## config.mk

```make
export PLATFORM = sky130hd
export DESIGN_NAME = stepper_phase_sequencer_flat
export DESIGN_NICKNAME = d
export VERILOG_FILES = /design/src/sps_pkg.sv /design/src/sps_ifs.sv /design/src/stepper_phase_sequencer.sv /design/src/sps_cfg_regs.sv /design/src/sps_core.sv /design/src/flat_wrapper.sv
export SDC_FILE = /design/constraint.sdc
export NUM_CORES = 1
export LEC_CHECK = 0
export CORE_UTILIZATION = 25
export DETAILED_ROUTE_END_ITERATION = 8
export DONT_BUFFER_PORTS = 1
export PLACE_DENSITY = 0.35
export REMOVE_ABC_BUFFERS = 1
export SLEW_MARGIN = 5
export SYNTH_ARGS = -nofsm -noshare
export SYNTH_HDL_FRONTEND = slang
export SYNTH_SLANG_ARGS = --single-unit
```

## constraint.sdc

```tcl
create_clock -name clk -period 7.4 [get_ports clk]
set_input_delay 0.37 -clock clk [delete_from_list [all_inputs] [get_ports clk]]
set_output_delay 0.37 -clock clk [all_outputs]
set_load 0.05 [all_outputs]
```

## src/sps_pkg.sv

```systemverilog
`default_nettype none

package sps_pkg;

    typedef enum logic [2:0] {
        CMD_STEP         = 3'd0,
        CMD_ENABLE       = 3'd1,
        CMD_HOLD_STOP    = 3'd2,
        CMD_RELEASE_STOP = 3'd3,
        CMD_INVERT       = 3'd4
    } cmd_t;

    typedef enum logic [1:0] {
        MODE_FOUR_COIL = 2'd0,
        MODE_TWO_COIL  = 2'd1,
        MODE_STEP_DIR  = 2'd2
    } drive_mode_t;

    typedef enum logic [1:0] {
        REG_DRIVE_MODE   = 2'd0,
        REG_HALF_STEP    = 2'd1,
        REG_ENDSTOP_USED = 2'd2,
        REG_HOLD_ON_IDLE = 2'd3
    } reg_idx_t;

    localparam int unsigned ADDR_BITS = 4;
    localparam int unsigned DATA_BITS = 32;

    localparam logic [3:0] TWO_COIL_MASK = 4'h5;

    localparam logic [3:0] FULL_TAB [4] = '{4'h5, 4'h6, 4'hA, 4'h9};
    localparam logic [3:0] HALF_TAB [8] = '{4'h1, 4'h5, 4'h4, 4'h6,
                                            4'h2, 4'hA, 4'h8, 4'h9};

    typedef struct packed {
        logic [1:0] drive_mode;
        logic       half_step;
        logic       endstop_used;
        logic       hold_on_idle;
    } cfg_t;

    typedef struct packed {
        logic [2:0] command;
        logic       step_dir;
        logic       endstop_level;
        logic       last_of_move;
    } cmd_item_t;

    typedef struct packed {
        logic [3:0]         coil_pattern;
        logic               step_pulse;
        logic               dir_level;
        logic               enable_n;
        logic signed [31:0] position_out;
        logic               endstop_hit;
        logic               stepped;
    } res_item_t;

endpackage

`default_nettype wire

```

## src/sps_ifs.sv

```systemverilog
`default_nettype none

interface sps_cmd_if;
    logic       valid;
    logic       ready;
    logic [2:0] command;
    logic       step_dir;
    logic       endstop_level;
    logic       last_of_move;

    modport source (output valid, command, step_dir, endstop_level, last_of_move,
                    input ready);
    modport sink   (input valid, command, step_dir, endstop_level, last_of_move,
                    output ready);
endinterface

interface sps_res_if;
    logic               valid;
    logic               ready;
    logic [3:0]         coil_pattern;
    logic               step_pulse;
    logic               dir_level;
    logic               enable_n;
    logic signed [31:0] position_out;
    logic               endstop_hit;
    logic               stepped;

    modport source (output valid, coil_pattern, step_pulse, dir_level, enable_n,
                    position_out, endstop_hit, stepped,
                    input ready);
    modport sink   (input valid, coil_pattern, step_pulse, dir_level, enable_n,
                    position_out, endstop_hit, stepped,
                    output ready);
endinterface

`default_nettype wire

```

## src/stepper_phase_sequencer.sv

```systemverilog
// Channel | Dir | Transaction
// cmd     | in  | command, step_dir, endstop_level, last_of_move
// res     | out | coil_pattern, step_pulse, dir_level, enable_n,
//         |     | position_out, endstop_hit, stepped
// APB     | in  | register writes/reads, one per setup+access pair
//
// One transaction per cycle sustained while res is not stalled; a result is valid
// after its command passes the input register, then one pass of core logic
// into the result register. The core state advances as the result register loads.
// Stall on res holds both stages; cmd.ready stays high while the input
// register can move. Reset clears state, config and valids; data registers
// load only with a transaction.
`default_nettype none

module stepper_phase_sequencer
    import sps_pkg::*;
#(
    parameter int unsigned POSITION_BITS = 32
)
(
    input  wire logic                 clk,
    input  wire logic                 rst_n,
    input  wire logic                 psel,
    input  wire logic                 penable,
    input  wire logic                 pwrite,
    input  wire logic [ADDR_BITS-1:0] paddr,
    input  wire logic [DATA_BITS-1:0] pwdata,
    output logic      [DATA_BITS-1:0] prdata,
    output logic                      pready,
    sps_cmd_if.sink                   cmd,
    sps_res_if.source                 res
);

    cfg_t      cfg;
    cmd_item_t item_reg;
    logic      in_valid_reg;
    res_item_t res_reg;
    res_item_t res_next;
    logic      out_valid_reg;
    logic      advance;
    logic      take;

    assign advance   = in_valid_reg && (!out_valid_reg || res.ready);
    assign cmd.ready = !in_valid_reg || advance;
    assign take      = cmd.valid && cmd.ready;

    sps_cfg_regs u_cfg (
        .clk     (clk),
        .rst_n   (rst_n),
        .psel    (psel),
        .penable (penable),
        .pwrite  (pwrite),
        .paddr   (paddr),
        .pwdata  (pwdata),
        .prdata  (prdata),
        .pready  (pready),
        .cfg     (cfg)
    );

    sps_core #(
        .POSITION_BITS (POSITION_BITS)
    ) u_core (
        .clk   (clk),
        .rst_n (rst_n),
        .cfg   (cfg),
        .item  (item_reg),
        .fire  (advance),
        .res   (res_next)
    );

    always_ff @(posedge clk or negedge rst_n)
    begin
        if (!rst_n)
        begin
            in_valid_reg  <= 1'b0;
            out_valid_reg <= 1'b0;
        end
        else
        begin
            if (take)
                in_valid_reg <= 1'b1;
            else if (advance)
                in_valid_reg <= 1'b0;

            if (advance)
                out_valid_reg <= 1'b1;
            else if (res.ready)
                out_valid_reg <= 1'b0;
        end
    end

    always_ff @(posedge clk)
    begin
        if (take)
        begin
            item_reg.command       <= cmd.command;
            item_reg.step_dir      <= cmd.step_dir;
            item_reg.endstop_level <= cmd.endstop_level;
            item_reg.last_of_move  <= cmd.last_of_move;
        end
        if (advance)
            res_reg <= res_next;
    end

    assign res.valid        = out_valid_reg;
    assign res.coil_pattern = res_reg.coil_pattern;
    assign res.step_pulse   = res_reg.step_pulse;
    assign res.dir_level    = res_reg.dir_level;
    assign res.enable_n     = res_reg.enable_n;
    assign res.position_out = res_reg.position_out;
    assign res.endstop_hit  = res_reg.endstop_hit;
    assign res.stepped      = res_reg.stepped;

endmodule

`default_nettype wire

```

## src/sps_cfg_regs.sv

```systemverilog
`default_nettype none

module sps_cfg_regs
    import sps_pkg::*;
(
    input  wire logic                 clk,
    input  wire logic                 rst_n,
    input  wire logic                 psel,
    input  wire logic                 penable,
    input  wire logic                 pwrite,
    input  wire logic [ADDR_BITS-1:0] paddr,
    input  wire logic [DATA_BITS-1:0] pwdata,
    output logic      [DATA_BITS-1:0] prdata,
    output logic                      pready,
    output cfg_t                      cfg
);

    cfg_t     cfg_reg;
    cfg_t     cfg_next;
    reg_idx_t idx;
    logic     wr_en;

    assign idx    = reg_idx_t'(paddr[3:2]);
    assign wr_en  = psel && penable && pwrite;
    assign pready = 1'b1;
    assign cfg    = cfg_reg;

    always_comb
    begin
        cfg_next = cfg_reg;
        if (wr_en)
        begin
            unique case (idx)
                REG_DRIVE_MODE:   cfg_next.drive_mode   = pwdata[1:0];
                REG_HALF_STEP:    cfg_next.half_step    = pwdata[0];
                REG_ENDSTOP_USED: cfg_next.endstop_used = pwdata[0];
                REG_HOLD_ON_IDLE: cfg_next.hold_on_idle = pwdata[0];
                default:          cfg_next = cfg_reg;
            endcase
        end
    end

    always_comb
    begin
        prdata = '0;
        unique case (idx)
            REG_DRIVE_MODE:   prdata[1:0] = cfg_reg.drive_mode;
            REG_HALF_STEP:    prdata[0]   = cfg_reg.half_step;
            REG_ENDSTOP_USED: prdata[0]   = cfg_reg.endstop_used;
            REG_HOLD_ON_IDLE: prdata[0]   = cfg_reg.hold_on_idle;
            default:          prdata      = '0;
        endcase
    end

    always_ff @(posedge clk or negedge rst_n)
    begin
        if (!rst_n)
        begin
            cfg_reg.drive_mode   <= MODE_FOUR_COIL;
            cfg_reg.half_step    <= 1'b0;
            cfg_reg.endstop_used <= 1'b0;
            cfg_reg.hold_on_idle <= 1'b1;
        end
        else
        begin
            cfg_reg <= cfg_next;
        end
    end

endmodule

`default_nettype wire

```

## src/sps_core.sv

```systemverilog
`default_nettype none

module sps_core
    import sps_pkg::*;
#(
    parameter int unsigned POSITION_BITS = 32
)
(
    input  wire logic      clk,
    input  wire logic      rst_n,
    input  wire cfg_t      cfg,
    input  wire cmd_item_t item,
    input  wire logic      fire,
    output res_item_t      res
);

    logic [2:0]               phase_reg, phase_next;
    logic [POSITION_BITS-1:0] count_reg, count_next;
    logic                     run_en_reg, run_en_next;
    logic                     dir_inv_reg, dir_inv_next;
    logic                     at_es_reg, at_es_next;
    logic [3:0]               coil_reg, coil_next;
    logic                     dir_pin_reg, dir_pin_next;
    logic                     en_pin_reg, en_pin_next;

    logic                     ext_mode;
    logic                     half;
    logic                     ccw;
    logic [2:0]               phase_adv;
    logic                     pulse;
    logic                     moved;
    logic signed [31:0]       pos32;

    assign ext_mode = cfg.drive_mode[1];
    assign half     = cfg.half_step && (drive_mode_t'(cfg.drive_mode) == MODE_FOUR_COIL);
    assign ccw      = item.step_dir ^ dir_inv_reg;

    always_comb
    begin
        if (half)
            phase_adv = phase_reg + (ccw ? 3'd7 : 3'd1);
        else
            phase_adv = {1'b0, phase_reg[1:0] + (ccw ? 2'd3 : 2'd1)};
    end

    always_comb
    begin
        phase_next   = phase_reg;
        count_next   = count_reg;
        run_en_next  = run_en_reg;
        dir_inv_next = dir_inv_reg;
        at_es_next   = at_es_reg;
        coil_next    = coil_reg;
        dir_pin_next = dir_pin_reg;
        en_pin_next  = en_pin_reg;
        pulse        = 1'b0;
        moved        = 1'b0;

        unique case (cmd_t'(item.command))
            CMD_STEP:
            begin
                if (run_en_reg)
                begin
                    if (cfg.endstop_used && !item.endstop_level)
                    begin
                        at_es_next = 1'b1;
                        if (ext_mode)
                            en_pin_next = 1'b1;
                        else
                            coil_next = 4'h0;
                    end
                    else
                    begin
                        if (ext_mode)
                        begin
                            en_pin_next  = 1'b0;
                            dir_pin_next = !ccw;
                            pulse        = 1'b1;
                        end
                        else
                        begin
                            phase_next = phase_adv;
                            coil_next  = half ? HALF_TAB[phase_adv] : FULL_TAB[phase_adv[1:0]];
                        end
                        count_next = count_reg + (ccw ? {POSITION_BITS{1'b1}}
                                                      : POSITION_BITS'(1));
                        moved = 1'b1;
                        if (item.last_of_move && !cfg.hold_on_idle)
                        begin
                            if (ext_mode)
                                en_pin_next = 1'b1;
                            else
                                coil_next = 4'h0;
                        end
                    end
                end
            end
            CMD_ENABLE:    run_en_next = 1'b1;
            CMD_HOLD_STOP: run_en_next = 1'b0;
            CMD_RELEASE_STOP:
            begin
                run_en_next = 1'b0;
                if (ext_mode)
                    en_pin_next = 1'b1;
                else
                    coil_next = 4'h0;
            end
            CMD_INVERT:    dir_inv_next = !dir_inv_reg;
            default:       moved = 1'b0;
        endcase
    end

    generate
        if (POSITION_BITS >= 32)
        begin : g_pos_trunc
            assign pos32 = count_next[31:0];
        end
        else
        begin : g_pos_sext
            assign pos32 = {{(32-POSITION_BITS){count_next[POSITION_BITS-1]}}, count_next};
        end
    endgenerate

    always_comb
    begin
        res.position_out = pos32;
        res.endstop_hit  = at_es_next;
        res.stepped      = moved;
        if (ext_mode)
        begin
            res.coil_pattern = 4'h0;
            res.step_pulse   = pulse;
            res.dir_level    = dir_pin_next;
            res.enable_n     = en_pin_next;
        end
        else
        begin
            if (drive_mode_t'(cfg.drive_mode) == MODE_TWO_COIL)
                res.coil_pattern = coil_next & TWO_COIL_MASK;
            else
                res.coil_pattern = coil_next;
            res.step_pulse = 1'b0;
            res.dir_level  = 1'b0;
            res.enable_n   = 1'b1;
        end
    end

    always_ff @(posedge clk or negedge rst_n)
    begin
        if (!rst_n)
        begin
            phase_reg   <= '0;
            count_reg   <= '0;
            run_en_reg  <= 1'b1;
            dir_inv_reg <= 1'b0;
            at_es_reg   <= 1'b0;
            coil_reg    <= 4'h0;
            dir_pin_reg <= 1'b1;
            en_pin_reg  <= 1'b1;
        end
        else if (fire)
        begin
            phase_reg   <= phase_next;
            count_reg   <= count_next;
            run_en_reg  <= run_en_next;
            dir_inv_reg <= dir_inv_next;
            at_es_reg   <= at_es_next;
            coil_reg    <= coil_next;
            dir_pin_reg <= dir_pin_next;
            en_pin_reg  <= en_pin_next;
        end
    end

endmodule

`default_nettype wire

```

## src/flat_wrapper.sv

```systemverilog
// flat-port wrapper written by rule: the top's interface ports become plain ports
module stepper_phase_sequencer_flat import sps_pkg::*;
#(
    parameter int unsigned POSITION_BITS = 32
)
  (clk, rst_n, psel, penable, pwrite, paddr, pwdata, prdata, pready, cmd_valid, cmd_command, cmd_step_dir, cmd_endstop_level, cmd_last_of_move, cmd_ready, res_valid, res_coil_pattern, res_step_pulse, res_dir_level, res_enable_n, res_position_out, res_endstop_hit, res_stepped, res_ready);
  sps_cmd_if cmd_i ();
  sps_res_if res_i ();
  input  wire logic clk;
  input  wire logic rst_n;
  input  wire logic psel;
  input  wire logic penable;
  input  wire logic pwrite;
  input  wire logic [ADDR_BITS-1:0] paddr;
  input  wire logic [DATA_BITS-1:0] pwdata;
  output logic      [DATA_BITS-1:0] prdata;
  output logic pready;
  input wire logic [$bits(cmd_i.valid)-1:0] cmd_valid;
  input wire logic [$bits(cmd_i.command)-1:0] cmd_command;
  input wire logic [$bits(cmd_i.step_dir)-1:0] cmd_step_dir;
  input wire logic [$bits(cmd_i.endstop_level)-1:0] cmd_endstop_level;
  input wire logic [$bits(cmd_i.last_of_move)-1:0] cmd_last_of_move;
  output wire logic [$bits(cmd_i.ready)-1:0] cmd_ready;
  output wire logic [$bits(res_i.valid)-1:0] res_valid;
  output wire logic [$bits(res_i.coil_pattern)-1:0] res_coil_pattern;
  output wire logic [$bits(res_i.step_pulse)-1:0] res_step_pulse;
  output wire logic [$bits(res_i.dir_level)-1:0] res_dir_level;
  output wire logic [$bits(res_i.enable_n)-1:0] res_enable_n;
  output wire logic [$bits(res_i.position_out)-1:0] res_position_out;
  output wire logic [$bits(res_i.endstop_hit)-1:0] res_endstop_hit;
  output wire logic [$bits(res_i.stepped)-1:0] res_stepped;
  input wire logic [$bits(res_i.ready)-1:0] res_ready;
  assign cmd_i.valid = cmd_valid;
  assign cmd_i.command = cmd_command;
  assign cmd_i.step_dir = cmd_step_dir;
  assign cmd_i.endstop_level = cmd_endstop_level;
  assign cmd_i.last_of_move = cmd_last_of_move;
  assign cmd_ready = cmd_i.ready;
  assign res_valid = res_i.valid;
  assign res_coil_pattern = res_i.coil_pattern;
  assign res_step_pulse = res_i.step_pulse;
  assign res_dir_level = res_i.dir_level;
  assign res_enable_n = res_i.enable_n;
  assign res_position_out = res_i.position_out;
  assign res_endstop_hit = res_i.endstop_hit;
  assign res_stepped = res_i.stepped;
  assign res_i.ready = res_ready;
  stepper_phase_sequencer #(.POSITION_BITS(POSITION_BITS)) u_core (.clk(clk), .rst_n(rst_n), .psel(psel), .penable(penable), .pwrite(pwrite), .paddr(paddr), .pwdata(pwdata), .prdata(prdata), .pready(pready), .cmd(cmd_i), .res(res_i));
endmodule
```

Word-level counts from Yosys, hierarchy flattened
Memory sizes are Yosys's and may differ from the RTL's.
Cells that the tools add are included.
Word-level totals
  register bits after elaboration: 98
  word-level logic and storage cells: 119
  memories: 1
  memory bits (read-only): 32
  input port bits: 49
  output and inout port bits: 76
Operators by class
  magnitude comparators: 2
  reduce and logical (&&, ||, !) cells: 30
  bitwise gates (word level): 5
  mux-type cells: 44
  add/sub/neg operators: 3
  equality and inequality tests: 8
Memories
  (no name shown): depth 8, width 4, read ports 1, clocked after memory_dff 0, wr ports 0, RTL line sps_core.sv:83  | coil_next = half ? HALF_TAB[phase_adv] : FULL_TAB[phase_adv[1:0]];
Operator list (number)
  32-bit 2-to-1 mux: 4
  4-bit 2-to-1 mux: 11
  32-bit adder: 1
  1-bit 2-to-1 mux: 21
  2-bit AND reduction: 6
  4-bit binary-select mux with 2-bit select: 1
  4-bit case mux with 2 select lines: 1
  1-bit logical AND: 7
  3-bit by 2-bit equality test with 1-bit output (second input constant): 2
  1-bit zero test: 6
  3-bit 2-to-1 mux: 2
  2-bit nonzero test: 3
  5-bit AND reduction: 1
  2-bit by 1-bit equality test with 1-bit output (second input constant): 2
  2-bit equality test (second input constant): 2
  4-bit greater-or-equal comparator (second input constant): 1
  2-bit zero test: 2
  3-bit NOT with 4-bit output: 1
  1-bit case mux with 2 select lines: 2
  1-bit case mux with 4 select lines: 1
  2-bit OR reduction: 2
  3-bit adder: 1
  3-bit by 1-bit equality test with 1-bit output (second input constant): 1
  3-bit equality test (second input constant): 1
  8 further kinds: 10

Logic depth before layout (Yosys ltp)
Gate-level depths: netlist of run 1.
  word-level depth: 15
  gate-level depth with buffers: 13
  depth with buffers taken out: 13

Cells and area by module
From an unflattened synthesis of run 1, not the netlist that was laid out.
Unflattened totals
  cells, all modules: 599
  area total of the unflattened synthesis: 6062.1 um2
By module, submodules not included
  sps_core: instances 1, area an instance 4052.6 um2, seq. area each 1104.8 um2, cells an instance 493
  stepper_phase_sequencer: instances 1, area an instance 1515.2 um2, seq. area each 1461.4 um2, cells an instance 55
  sps_cfg_regs: instances 1, area an instance 494.2 um2, seq. area each 126.4 um2, cells an instance 51

Least setup slack after synthesis of run 1
Ideal clock, no wire load.
  path type: register to register
  start: register u_core.u_core.dir_inv_reg
  end: register u_core.res_reg, in the netlist u_core.res.position_out[24] (data pin)
  period minus slack after synthesis: 5341 ps
  arrival: 5081 ps
  stages on the path, launching flop included: 14
  library setup time: 260 ps
  path buffers: 0
  required time: 7140 ps
  setup slack: 2059 ps
  cell sequence: dfrtp_1 > xor2_1 > clkinv_1 > fa_1 > nor2b_1 > o2111ai_1 > nand3_1 > a31oi_1 > nor3_1 > o21bai_1 > o21ai_0 > a21oi_1 > xnor2_1 > mux2_2
RTL lines
  from (decl): RTL line sps_core.sv:20  | logic dir_inv_reg, dir_inv_next;
  from (signal assigned): RTL line sps_core.sv:166  | dir_inv_reg <= dir_inv_next;
  to (signal assigned): RTL line stepper_phase_sequencer.sv:102  | res_reg <= res_next;
  to (decl): RTL line stepper_phase_sequencer.sv:37  | res_item_t res_reg;

==> impl_metrics.tcl, run 1 <==
set metrics [dict create \
    layoutNonFillerInstCount 932 \
    drive_gt1_frac 0.08724 \
    ys_warn_count 0 \
    start_util 0.2577 \
    coreArea_um2 22920 \
    async_flop_share 0.5204 \
    yosys.cell_types.count 60 \
    rows 55 \
    required_ns 7.51 \
    syn_avg_cell_area_um2 9.585 \
    antennaDiodeCount 0 \
    endpoint_kind "flop" \
    worst_slew_pin_slew_ns 1.038 \
    hpwl_um 8746 \
    maxCapViolCount 0 \
    r2r-end "u_core.res.position_out[24]" \
    area_delta_synth_final_pct 10.15 \
    path_clk_slew_ns 0.07 \
    ys.flop_type "edfxtp_1" \
    synth_area_leader_cell "edfxtp_1" \
    grt_overflow 0 \
    drt-initial-drc-count 187 \
    ys_seq_area_frac 0.4560 \
    worstSetupStartpointType "flop" \
    routedWlPerCell_um 14.52 \
    fillers 2418 \
    antenna_found_initial 0 \
    rsz0062_at_grt "false" \
    whs_path_depth 0 \
    maxSlewHeadroom 0.3063 \
    vias 4113 \
    yosys-top-cells-area "edfxtp_1 24%, dfrtp_1 20%, nand2_1 11%" \
    routed_wl_um 13540 \
    place.port_buffers 0 \
    synth_edf_count 47 \
    synth.cell_area_um2 5904 \
    reg2regPathDepth 14 \
    hold_end "u_core.item_reg[1]" \
    post-route-period-util 0.5944 \
    finalHoldViolCount 0 \
    num_io_pins 125 \
    dieArea_um2 24240 \
    cp_max_fo 38 \
    crit_type "flop to flop" \
    grt_pass1_vias 4149 \
    drc_errors 0 \
    max-vdd-ir-drop_v 0.0001155 \
    drtPass1Iterations 4 \
    syn_inst 616 \
    skew_ns 0.01287 \
    cts.sinks 98 \
    dp.cells 914 \
    ctsHtreeMaxLevel 3 \
    min_from "cmd_endstop_level" \
    detail-route-antenna-nets 0 \
    final_nets 699 \
    avgViaCountPerCell 4.413 \
    status "finished, final reports clean" \
    power.density_nw_per_um2 497.2 \
    slew_viol_final 0 \
    synth_common_cells "167 x nand2_1, 47 x dfrtp_1, 47 x edfxtp_1, 34 x ha_1, 31 x buf_4" \
    grt_use_met3 0.03056 \
    numCtsBuffers 9 \
    yosysMostFrequentCell "nand2_1" \
    p_leak_nw 2.872 \
    arrival_ns 4.50 \
    synthDominantCellAreaShare 0.2390 \
    gr-usage-all-layers 0.1192 \
    fin_crit_ns 4.398 \
    clk_latency_ns 0.35 \
    grt_max_degree 56 \
    globalRouteMet2Util 0.2001 \
    fmax_ghz 0.2274 \
    grt_pass1_wl_um 22250 \
    ys_seq_elements 98 \
    finalSetupTns_ns 0 \
    gp_congestion 0.7911 \
    timing.rr.start "u_core.u_core.dir_inv_reg" \
    r2r_slack_ns 3.00 \
    top_usage_layer "met2" \
    hp-class "input pin to flop" \
    use_met1 0.1500 \
    die_h_um 155.7 \
    finalSetupViolations 0 \
    clockBufferDepth 2 \
    cts-root-buf "clkbuf_16" \
    cts_tree "done" \
    chipWidth_um 155.7 \
]
==> where the power goes <==
group          leakage [nW]  switching [mW]  internal (mW)  total, mW
Clock                 0.152           0.224          0.300      0.524
Sequential             1.11           0.291          0.772       1.06
Combinational          1.62           0.970          0.677       1.65
Total                  2.87            1.48           1.75       3.23
==> layout by cell type (no fill, tap or decap), types with 3 or more instances in the layout <==
master / Yosys / layout
a21o_1: 16 / 16
a21oi_1: 29 / 29
a31oi_1: 4 / 4
and2_1: 4 / 4
and3_1: 4 / 4
buf_4: 31 / 3
clkbuf_16: 0 / 9
conb_1: 2 / 31
dfrtp_1: 47 / 47
dfstp_2: 4 / 4
edfxtp_1: 47 / 47
ha_1: 34 / 34
inv_1: 16 / 15
mux2_2: 18 / 18
mux2i_1: 3 / 3
nand2_1: 167 / 167
nand2b_1: 7 / 7
nand3_1: 12 / 12
nand3b_1: 3 / 3
nor2_1: 22 / 22
nor2b_1: 3 / 3
nor3_1: 13 / 13
o211ai_1: 3 / 3
o21a_1: 4 / 4
o21ai_0: 30 / 30
o21bai_1: 5 / 5
o31ai_1: 4 / 4
xnor2_1: 25 / 25
xor2_1: 10 / 9
==> through the flow <==
step | power [mW] | hold slack (ns) | cell area, um^2 | util | setup WS (ns)
after floorplan | 2.383 | 0.07441 | 5713 | - | 2.059
after global placement | 2.707 | 0.07736 | 6146 | 0.2682 | 2.966
after detailed placement | 2.726 | 0.07759 | 6146 | 0.2682 | 2.978
after CTS | 3.285 | 0.09438 | 6504 | 0.2838 | 2.912
after global routing | 3.526 | 0.08874 | 6504 | 0.2838 | 2.638
final | 3.233 | 0.1154 | 6504 | 0.2838 | 3.002
==> cell families after synthesis <==
group | synth area share
AND/OR/NAND/NOR | 0.1738
buffers and inverters | 0.06230
flip-flops | 0.4560
XOR/XNOR | 0.05192
AO/OA/AOI/OAI | 0.1327
adder cells (fa/ha/maj) | 0.07883
other | 0.001272
multiplexers | 0.04323
==> area by class of cell <==
class / count / area [um^2] / area share
clock buffers: 11 / 232.7 / 0.03578
clock inverters: 5 / 87.58 / 0.01347
inverters: 18 / 67.56 / 0.01039
multi-input cells: 482 / 2972 / 0.4569
flip-flops and latches: 98 / 2693 / 0.4140
well taps: 313 / 391.6 / 0.06022
repair buffers: 5 / 60.06 / 0.009234
==> critical path: stages, from the launching register on <==
cell       delay, ns
dfrtp_1         0.45
xor2_4          0.17
buf_4           0.45
clkinv_1        0.49
fa_1            0.59
nor2b_1         0.20
o2111ai_1       0.16
nand3_1         0.16
a31oi_1         0.20
nor3_1          0.43
o21bai_1        0.16
o21ai_0         0.18
a21oi_1         0.11
xnor2_1         0.14
mux2_2          0.26
==> worst max-delay path by stage <==
stage                         startpoint                     endpoint  slack, ns  cells past startpoint
6_report       u_core.u_core.dir_inv_reg  u_core.res.position_out[24]       3.00                     14
2_1_floorplan  u_core.u_core.dir_inv_reg  u_core.res.position_out[24]       2.06                     13
5_1_grt        u_core.u_core.dir_inv_reg  u_core.res.position_out[24]       2.64                     14
4_1_cts        u_core.u_core.dir_inv_reg  u_core.res.position_out[24]       2.91                     14
3_5_place_dp   u_core.u_core.dir_inv_reg  u_core.res.position_out[24]       2.98                     14
3_3_place_gp   u_core.u_core.dir_inv_reg  u_core.res.position_out[24]       2.97                     14
==> timing repair <==
item                                   4_1_cts  5_1_grt
hold buffers                                 2        0
endpoints found under the hold margin       51        0
gates resized for setup                      0        0
buffers inserted                             0        0
==> layer usage <==
| layer | wire [um] | vias up |
|---|---|---|
| met5 | 0 | - |
| met4 | 133 | 0 |
| met3 | 686 | 11 |
| met2 | 6411 | 103 |
| met1 | 6306 | 1927 |
| li1 | - | 2072 |
(Power assumes the default switching activity.)
==> run 2, diff against run 1 <==
Settings changed: PLACE_DENSITY 0.35 to 0.37.
Clock period 7.4 ns to 3.88 ns, I/O delays scaled along.
==> run 2 against run 1 <==
Wire length is 0.66% higher. Critical path depth unchanged. Final area increased by 3.7%. Power is 96% higher. Cell count grew 2.6%. First-iteration DRC count is 3.2% higher. Sequential power grew 92%. Non-clock buffer count grew 24. Maximum frequency increased by 19%. Flip-flop and latch count unchanged. Core utilization rose by 1.1 points. Critical endpoint is now u_core.res.position_out[31].
==> impl_metrics.tcl, run 2 (same netlist as run 1, synthesis figures left out) <==
set metrics [dict create \
    coreArea_um2 22920 \
    area_delta_synth_final_pct 14.26 \
    rows 55 \
    antennaDiodeCount 0 \
    fin_crit_ns 3.683 \
    start_util 0.2577 \
    status "finished, final reports clean" \
    whs_ns 0.02950 \
    final_cell_mix "167 x nand2_1, 47 x dfrtp_1, 47 x edfxtp_1, 34 x ha_1, 31 x conb_1" \
    dp.cells 927 \
    cts-root-buf "clkbuf_16" \
    critPathLaunch "u_core.item_reg[2]" \
    hp-class "input pin to flop" \
    numCtsBuffers 9 \
    r2r_slack_ns 0.20 \
    hpwl_um 9066 \
    cp_max_fo 11 \
    worstSetupStartpointType "flop" \
    drive_gt1_frac 0.1135 \
    required_ns 3.97 \
    final_nets 723 \
    routedWlPerCell_um 14.25 \
    grt_max_degree 56 \
    preCtsSetupSlack_ns 0.1169 \
    internal-power_mw 3.475 \
    min_from "res_ready" \
    arrival_ns 3.77 \
    cts_tree "done" \
    clk_latency_ns 0.35 \
    p_leak_nw 2.997 \
    maxSlewHeadroom 0.4090 \
    gp_congestion 0.8249 \
    ctsHtreeMaxLevel 3 \
    chipWidth_um 155.7 \
    routed_wl_um 13630 \
    clockPowerShare 0.156 \
    swShare 0.4525 \
    worst_slew_pin_slew_ns 0.8843 \
    finalSetupTns_ns 0 \
    grt_pass1_wl_um 22450 \
    switching_power_mw 2.872 \
    grt_pass1_vias 4310 \
    power.density_nw_per_um2 940.7 \
    maxCapViolCount 0 \
    avgViaCountPerCell 4.455 \
    drt-initial-drc-count 193 \
    slew_viol_final 0 \
    drtPass1Iterations 6 \
    num_io_pins 125 \
    dieArea_um2 24240 \
    endpoint_kind "flop" \
    layout_commonest_cell "nand2_1" \
    seqPwrFrac 0.320 \
    finalHoldViolCount 0 \
    post-route-period-util 0.9492 \
    layoutNonFillerInstCount 956 \
    cts.sinks 98 \
    fmax_ghz 0.2715 \
    drc_errors 0 \
    reg2regPathDepth 14 \
    max-vdd-ir-drop_v 0.0002765 \
    vias 4259 \
    timing.rr.start "u_core.item_reg[2]" \
    fillers 2420 \
    rsz0062_at_grt "false" \
    gr-usage-all-layers 0.1190 \
    crit_type "flop to flop" \
    combPwrFrac 0.524 \
    finalSetupViolations 0 \
    grt_overflow 0 \
    crit_path_end "u_core.res.position_out[31]" \
    detail-route-antenna-nets 0 \
    die_h_um 155.7 \
    place.port_buffers 0 \
    path_clk_slew_ns 0.07 \
    skew_ns 0.01113 \
    clockBufferDepth 2 \
    antenna_found_initial 0 \
    setup_slack_ns 0.1971 \
    r2r-end "u_core.res.position_out[31]" \
]
## run 2: cell count changes in the layout (fill, tap and decap cells not counted), sizes merged
cell / previous run / this run
buf: 4 / 19
clkbuf: 11 / 10
clkinv: 2 / 5
clkinvlp: 1 / 0
dlygate4sd3: 1 / 10
inv: 18 / 17
## run 2: metal layers
layer  up-vias  global-route usage  wire length [um]
li1       2120                   -                 -
met1      2027              0.1468              6338
met2       102              0.2035              6515
met3        10             0.03139               616
met4         0             0.03361               157
met5         -                   0                 0
## run 2: critical path, cell delays in order, from the launching register on
cell and delay, ns:
edfxtp_1 0.46, xor2_4 0.22, buf_12 0.15, buf_4 0.18, ha_1 0.25, a21o_1 0.18
a21oi_1 0.13, o21bai_1 0.09, a21o_1 0.22, a2111oi_4 0.32, a211oi_2 0.13, a221o_2 0.43
a221oi_4 0.31, mux2i_1 0.23, o31ai_1 0.10
## run 2: power by group through the flow
stage	Combinational, mW	Clock [mW]	Sequential [mW]
2_1_floorplan	2.57	0	1.98
3_3_place_gp	3.22	0	2.06
3_5_place_dp	3.25	0	2.06
4_1_cts	3.30	1.04	2.04
5_1_grt	3.76	1.07	2.08
6_report	3.32	0.989	2.03
## run 2: per-stage QoR
step,total power [mW],cell area [um^2],util
after floorplan,4.545,5713,-
after global placement,5.278,6256,0.2730
after detailed placement,5.313,6256,0.2730
after CTS,6.381,6704,0.2925
after global routing,6.899,6746,0.2944
final,6.347,6746,0.2944
## run 2: area by class of cell
| type | instances | area (um^2) | area share |
|---|---|---|---|
| clock inverters | 6 | 91.34 | 0.01354 |
| inverters | 18 | 67.56 | 0.01001 |
| flip-flops and latches | 98 | 2693 | 0.3991 |
| multi-input cells | 482 | 2987 | 0.4427 |
| clock buffers | 10 | 229.0 | 0.03394 |
| repair buffers | 29 | 287.8 | 0.04266 |
| well taps | 313 | 391.6 | 0.05805 |
## run 2: worst min-delay path by stage
stage                     cells after the start                     endpoint  slack, ns
after floorplan                               0          u_core.in_valid_reg      -0.10
after global placement                        0  u_core.u_core.count_reg[15]       -0.1
after detailed placement                      0  u_core.u_core.count_reg[16]       -0.1
after CTS                                     2             u_core.res.valid       0.02
after global routing                          2             u_core.res.valid       0.08
final                                         2             u_core.res.valid       0.03
## run 2: repair_timing
| item | in CTS | in global routing |
|---|---|---|
| endpoints found under the setup margin | 0 | 8 |
| endpoints found under the hold margin | 63 | 0 |
| hold buffers | 11 | 0 |
| resized for setup | 0 | 3 |
| setup buffers | 0 | 2 |
